$ cat src/sv/rtim_pkg.sv
package rtim_pkg;

	localparam int MAX_NODES    = 1024;
	localparam int FANOUT       = 16;
	localparam int NIB_W        = 4;
	localparam int NODE_W       = $clog2(MAX_NODES);
	localparam int CNT_W        = $clog2(MAX_NODES + 1);
	localparam int ADDR_W       = NODE_W + NIB_W;
	localparam int DEPTH        = MAX_NODES * FANOUT;
	localparam int WORD_W       = 32;
	localparam int LVL_W        = 3;
	localparam int INNER_LEVELS = 7;
	localparam int TOP_OFFSET   = 8;

	localparam logic [1:0] MODE_GET   = 2'd0;
	localparam logic [1:0] MODE_PUT   = 2'd1;
	localparam logic [1:0] MODE_CLEAR = 2'd2;

	typedef struct packed {
		logic [1:0]               mode;
		logic signed [WORD_W-1:0] key;
		logic signed [WORD_W-1:0] value;
	} req_t;

	typedef struct packed {
		logic signed [WORD_W-1:0] read_value;
		logic                     status;
	} rsp_t;

	typedef enum logic [3:0] {
		ST_IDLE,
		ST_DISPATCH,
		ST_ZERO,
		ST_READ,
		ST_EVAL,
		ST_LINK,
		ST_LEAF_RD,
		ST_LEAF_EVAL,
		ST_LEAF_WR,
		ST_FINISH
	} state_t;

	typedef enum logic [1:0] {
		RES_OK,
		RES_FAIL,
		RES_READ
	} res_sel_t;

	typedef struct packed {
		logic     load;
		logic     init_walk;
		logic     rd_en;
		logic     wr_link;
		logic     wr_zero;
		logic     wr_value;
		logic     sweep_clr;
		logic     alloc_done;
		logic     descend;
		logic     level_dec;
		logic     clear_count;
		logic     res_set;
		res_sel_t res_sel;
		logic     out_load;
	} cmd_t;

	typedef struct packed {
		logic [1:0] mode;
		logic       count_zero;
		logic       pool_full;
		logic       absent;
		logic       level_one;
		logic       sweep_last;
	} stat_t;

	// Digit of the key used at a level; level zero picks the leaf word.
	// The top digit is offset so that keys sort in signed order.
	function automatic logic [NIB_W-1:0] nibble_at(logic [WORD_W-1:0] u,
			logic [LVL_W-1:0] lvl);
		logic [NIB_W-1:0] c;
		c = u[{lvl, 2'b00} +: NIB_W];
		if (lvl == LVL_W'(INNER_LEVELS)) begin
			c = c + NIB_W'(TOP_OFFSET);
		end
		return c;
	endfunction

endpackage

$ cat src/sv/rtim_ctrl.sv
module rtim_ctrl
	import rtim_pkg::*;
(
	input  logic  clk,
	input  logic  arst_n,
	input  logic  req_valid,
	output logic  req_stall,
	output logic  rsp_valid,
	input  logic  rsp_stall,
	input  stat_t stat,
	output cmd_t  cmd
);

	state_t state_q, state_d;
	logic   rooting_q, rooting_d;
	logic   rsp_valid_q;

	always_ff @(posedge clk or negedge arst_n) begin
		if (!arst_n) begin
			state_q     <= ST_IDLE;
			rooting_q   <= 1'b0;
			rsp_valid_q <= 1'b0;
		end else begin
			state_q   <= state_d;
			rooting_q <= rooting_d;
			if (cmd.out_load) begin
				rsp_valid_q <= 1'b1;
			end else if (!rsp_stall) begin
				rsp_valid_q <= 1'b0;
			end
		end
	end

	assign req_stall = (state_q != ST_IDLE);
	assign rsp_valid = rsp_valid_q;

	always_comb begin
		state_d   = state_q;
		rooting_d = rooting_q;
		cmd       = '0;
		cmd.res_sel = RES_OK;
		case (state_q)
			ST_IDLE: begin
				if (req_valid) begin
					cmd.load = 1'b1;
					state_d  = ST_DISPATCH;
				end
			end
			ST_DISPATCH: begin
				cmd.init_walk = 1'b1;
				case (stat.mode)
					MODE_GET: begin
						if (stat.count_zero) begin
							cmd.res_set = 1'b1;
							state_d     = ST_FINISH;
						end else begin
							state_d = ST_READ;
						end
					end
					MODE_PUT: begin
						if (stat.count_zero && stat.pool_full) begin
							cmd.res_set = 1'b1;
							cmd.res_sel = RES_FAIL;
							state_d     = ST_FINISH;
						end else if (stat.count_zero) begin
							rooting_d     = 1'b1;
							cmd.sweep_clr = 1'b1;
							state_d       = ST_ZERO;
						end else begin
							state_d = ST_READ;
						end
					end
					MODE_CLEAR: begin
						cmd.clear_count = 1'b1;
						cmd.res_set     = 1'b1;
						state_d         = ST_FINISH;
					end
					default: begin
						cmd.res_set = 1'b1;
						state_d     = ST_FINISH;
					end
				endcase
			end
			ST_ZERO: begin
				cmd.wr_zero = 1'b1;
				if (stat.sweep_last) begin
					cmd.alloc_done = 1'b1;
					if (rooting_q) begin
						rooting_d = 1'b0;
						state_d   = ST_READ;
					end else begin
						cmd.level_dec = 1'b1;
						state_d       = stat.level_one ? ST_LEAF_WR : ST_READ;
					end
				end
			end
			ST_READ: begin
				cmd.rd_en = 1'b1;
				state_d   = ST_EVAL;
			end
			ST_EVAL: begin
				if (stat.absent) begin
					if (stat.mode == MODE_GET) begin
						cmd.res_set = 1'b1;
						state_d     = ST_FINISH;
					end else if (stat.pool_full) begin
						cmd.res_set = 1'b1;
						cmd.res_sel = RES_FAIL;
						state_d     = ST_FINISH;
					end else begin
						state_d = ST_LINK;
					end
				end else begin
					cmd.descend   = 1'b1;
					cmd.level_dec = 1'b1;
					if (!stat.level_one) begin
						state_d = ST_READ;
					end else if (stat.mode == MODE_GET) begin
						state_d = ST_LEAF_RD;
					end else begin
						state_d = ST_LEAF_WR;
					end
				end
			end
			ST_LINK: begin
				// The new node's index goes into the empty slot before it is cleared.
				cmd.wr_link   = 1'b1;
				cmd.sweep_clr = 1'b1;
				state_d       = ST_ZERO;
			end
			ST_LEAF_RD: begin
				cmd.rd_en = 1'b1;
				state_d   = ST_LEAF_EVAL;
			end
			ST_LEAF_EVAL: begin
				cmd.res_set = 1'b1;
				cmd.res_sel = RES_READ;
				state_d     = ST_FINISH;
			end
			ST_LEAF_WR: begin
				cmd.wr_value = 1'b1;
				cmd.res_set  = 1'b1;
				state_d      = ST_FINISH;
			end
			ST_FINISH: begin
				if (!rsp_valid_q || !rsp_stall) begin
					cmd.out_load = 1'b1;
					state_d      = ST_IDLE;
				end
			end
			default: begin
				state_d = ST_IDLE;
			end
		endcase
	end

endmodule

$ cat config.mk
export PLATFORM = sky130hd
export DESIGN_NAME = rtim_ctrl
export DESIGN_NICKNAME = d
export VERILOG_FILES = /design/src/sv/rtim_pkg.sv /design/src/sv/rtim_ctrl.sv
export SDC_FILE = /design/constraint.sdc
export NUM_CORES = 1
export LEC_CHECK = 0
export BUFFER_PORTS_ARGS = -buffer_cell sky130_fd_sc_hd__buf_2
export CORE_UTILIZATION = 41
export DETAILED_ROUTE_END_ITERATION = 7
export HOLD_SLACK_MARGIN = 0.03
export PLACE_DENSITY = 0.71
export SYNTH_ARGS = -nofsm -noshare
export SYNTH_HDL_FRONTEND = slang
export SYNTH_SLANG_ARGS = --single-unit
export TNS_END_PERCENT = 5
$ cat constraint.sdc
create_clock -name clk -period 2.8 [get_ports clk]
set_clock_uncertainty 0.15 [all_clocks]
set_input_delay 0.42 -clock clk [delete_from_list [all_inputs] [get_ports clk]]
set_output_delay 0.42 -clock clk [all_outputs]
set_load 0.05 [all_outputs]
Word-level counts from Yosys, hierarchy flattened. Cells that the tools add are included. Widths: inputs -> output; s select.

Register bits: 6. Bits of input ports: 11. Output and inout port bits: 17. Word-level logic and storage cells: 86.

Eq/ne operators: 18. Muxes and demuxes: 53. Reductions and logical operators: 12.

Operators with widths (count): $mux 4 (12); $pmux 4 s9 (1); $mux 1 (27); $eq 4x3->1 const B (4); $ne 2x2->1 const B (5); $mux 3 (3); $eq 4x2->1 const B (2); $eq 4x4->1 const B (2); $pmux 1 s2 (4); $pmux 4 s2 (1); $mux 2 (3); $pmux 2 s3 (1); $reduce_and 5->1 (1); $eq 4x1->1 const B (1); $logic_not 4->1 (1); $ne 2x1->1 const B (2); $reduce_bool 4->1 (1); $reduce_or 2->1 (2); $pmux 1 s3 (1); $reduce_and 3->1 (1); $eq 2x1->1 const B (1); $eq 2x2->1 const B (1); $logic_not 1->1 (2); $logic_not 2->1 (1); other kinds (3) (3).

Depth between registers and ports, before layout.
Word-level depth: 5. Gate-level depth with buffers: 7. Depth with buffers taken out: 6.

Worst setup path before layout. No wires, ideal clock.

Kind: reg2out. From: register state_q[3]. To: output port cmd[5] (netlist bit). Arrival time: 2.481 ns. Data required time: 2.230 ns. Slack: -0.251 ns. Stages on the path, launching flop included: 5. Path buffers: 1. Path through: dfrtp_1 -> buf_2 -> nor4b_2 -> nand2_1 -> o21ai_1.

RTL lines: from (decl) (RTL line rtim_ctrl.sv:14) `state_t state_q, state_d;`; from (signal assigned) (RTL line rtim_ctrl.sv:24) `state_q <= state_d;`; to (decl) (RTL line rtim_ctrl.sv:11) `output cmd_t cmd`.

==> impl_metrics.json <==
{
  "fin_cells": 126,
  "tightest_slew_ns": 0.514,
  "drv_cap": 0,
  "ir_drop_mv": 0.635,
  "sw_frac_of_total_pct": 60.0,
  "rsz0062_at_grt": "false",
  "mostFrequentLayoutCell": "buf_2",
  "overflow": 0,
  "report.power.total_mw": 0.920,
  "worstSkewPairLatency_ns": 0.25,
  "row_count": 13,
  "grt_usage_pct": 20.6,
  "fin_ws_ns": 0.353,
  "cts.sinks": 6,
  "fin_setup_tns_ns": 0,
  "cts_buffers": 3,
  "num-nets-final": 124,
  "synthCells": 84,
  "ys_ff_latch": 6,
  "post_drt_wl_per_cell_um": 13.0,
  "most-common-layout-cells": "buf_2, nand2_1, inv_1",
  "period_share_pct": 87.4,
  "worst_setup_path_end_kind": "output pin",
  "syn_area_um2": 639,
  "finalHoldViolCount": 0,
  "detailed_place_hpwl_um": 1330,
  "p_clk_share_pct": 9.0,
  "slew_headroom_pct": 65.7,
  "path_max_fanout": 15,
  "htreeDepth": 1,
  "drive_gt1_share_pct": 36.0,
  "cts_tree": "yes",
  "pre_cts_slack_ns": 0.626,
  "p_int_mw": 0.367,
  "cp_cell_sequence": "nor2_2, nand2_4, or3_4, o21ai_1, buf_2",
  "p_leak_nw": 0.433,
  "routed_wl_um": 1640,
  "area_delta_synth_final_pct": 25.4,
  "ioPinCount": 28,
  "drt_first_pass_iters": 4,
  "num_vias": 725,
  "grt_pass1_wl_um": 2790,
  "crit_slowest_cell": "dfrtp_1",
  "clk_path_buf_depth": 2,
  "worstPathArrival_ns": 1.88,
  "required_ns": 2.23,
  "crit_type": "flip-flop to output pin",
  "critPathLaunchType": "flip-flop",
  "cts_setup_buffers": 0,
  "yosysSeqAreaShare_pct": 23.5,
  "first_global_vias": 616,
  "clk_pin_slew_ns": 0.05,
  "post-route-min-period_ns": 2.45,
  "cpPeakStageDelay_ns": 0.56,
  "setup_violations": 0,
  "placedCellCount": 122,
  "cts_root_buf": "clkbuf_4",
  "avgSynthCellArea_um2": 7.61,
  "power_frac_comb_pct": 68.5,
  "die-area_um2": 1720,
  "antenna_found_initial": 0,
  "synth.net_count": 95,
  "die_h_um": 41.5,
  "die_x_um": 41.5,
  "grt_max_degree": 16,
  "fmax_ghz": 0.409,
  "yosysWarnings": 0,
  "final-max-slew-violation-count": 0,
  "p_switching_mw": 0.552,
  "fillers": 136,
  "initial_core_util_pct": 46.2,
  "antenna_cells": 0,
  "coreArea_um2": 1380,
  "synth_cell_type_count": 40,
  "path_buf_inv": 1,
  "drcViolationCount": 0,
  "crit_family": "simple AND/OR/NAND/NOR gates",
  "status": "finished clean",
  "pwr_density_cell_nw_per_um2": 1150,
  "io_buffers": 27,
  "place_congestion": 0.819,
  "ant_nets": 0,
  "viasPerCell": 5.75,
  "sequentialPowerShare_pct": 22.5,
  "dr.first_iter.drc_count": 13,
  "min_path_type": "input port to flip-flop"
}
[power groups by stage]
stage	Clock (mW)	Sequential, mW	Combinational [mW]
CTS	0.0840	0.205	0.632
floorplan	0	0.162	0.564
global route	0.0927	0.214	0.675
global placement	0	0.202	0.628
detailed placement	0	0.206	0.628
finish	0.0829	0.207	0.630
[worst paths after layout]
| path | slack [ns] | cells past startpoint | start | endpoint |
|---|---|---|---|---|
| setup / recovery | 0.35 | 5 | state_q[2]$_DFFE_PN0P_ | cmd[8] |
| hold / removal | 0.26 | 3 | rsp_stall | rsp_valid$_DFFE_PN0P_ |
| setup reg to reg | 1.01 | 4 | state_q[2]$_DFFE_PN0P_ | state_q[0]$_DFFE_PN0P_ |
| hold reg to reg | 0.39 | 2 | rsp_valid$_DFFE_PN0P_ | rsp_valid$_DFFE_PN0P_ |
| max in group asynchronous | 1.99 | 2 | arst_n | state_q[3]$_DFFE_PN0P_ |
| min in group asynchronous | 0.37 | 2 | arst_n | rsp_valid$_DFFE_PN0P_ |
[logic make-up (layout without fill, tap and decap cells)]
family	Yosys count	after routing	share of synthesized area, %
flip-flops	6	6	23.5
buffers and inverters	12	39	9.78
AO/OA/AOI/OAI	25	25	27.0
XOR/XNOR	1	1	1.37
AND/OR/NAND/NOR	40	40	38.4
[final cells by class]
| cell class | instances | area, um2 | area share [%] |
|---|---|---|---|
| well taps | 15 | 18.8 | 2.34 |
| inverters | 8 | 30.0 | 3.74 |
| multi-input cells | 66 | 435 | 54.3 |
| repair buffers | 28 | 145 | 18.1 |
| flip-flops and latches | 6 | 150 | 18.7 |
| clock buffers | 3 | 22.5 | 2.81 |
[per-stage QoR]
step	hold slack [ns]	cell area [um2]	util, %
floorplan	-0.0256	648	-
global placement	0.0990	769	55.7
detailed placement	0.0989	769	55.7
CTS	0.256	802	58.0
global route	0.257	802	58.0
finish	0.263	802	58.0
[repair_timing]
item | CTS | global route
endpoints found under the hold margin | 6 | 0
resized for setup | 0 | 0
hold buffers | 1 | 0
[cell usage after synthesis, drive strengths merged]
library cell  count  area share [%]
nand2             9             6.5
o221ai            2             3.7
a21o              1             1.2
or2b              1             1.2
or3               1             1.8
dfrtp             6              23
nor3b             1             1.2
o21bai            1             1.2
o311ai            1             1.4
o22ai             1            0.98
a21boi            1             1.2
nor3              1            0.78
and2              1             1.4
a21oi             4             3.7
buf               4             5.1
or3b              1             1.4
xor2              1             1.4
and3              3             2.9
nor2              8             5.5
a22oi             2             2.3
nor4b             1             2.3
a311o             1             1.6
a211oi            1             1.2
nand3             2             1.6
a31oi             2             2.0
nand3b            1             1.2
and2b             2             2.9
nand4             1            0.98
nor2b             2             2.0
nand2b            5             4.9
o21ai             7             5.5
inv               8             4.7
o211ai            1             1.2
[sequential cells by signal (all words and copies together) (netlist names)]
register and cells:
state_q 4, rooting_q 1, rsp_valid 1
[per-layer routing]
| layer | up-vias | global-route usage [%] | wire, um |
|---|---|---|---|
| met2 | 36 | 30.6 | 733 |
| met5 | - | 0 | 0 |
| met4 | 0 | 1.94 | 0 |
| met3 | 0 | 6.52 | 117 |
| li1 | 356 | - | - |
| met1 | 333 | 30.3 | 793 |
[tightest hold or removal path: stages]
cell     delay (ns)
buf_2          0.09
nand2_1        0.06
nand2_1        0.06
Power figures use the tool's default switching activity.
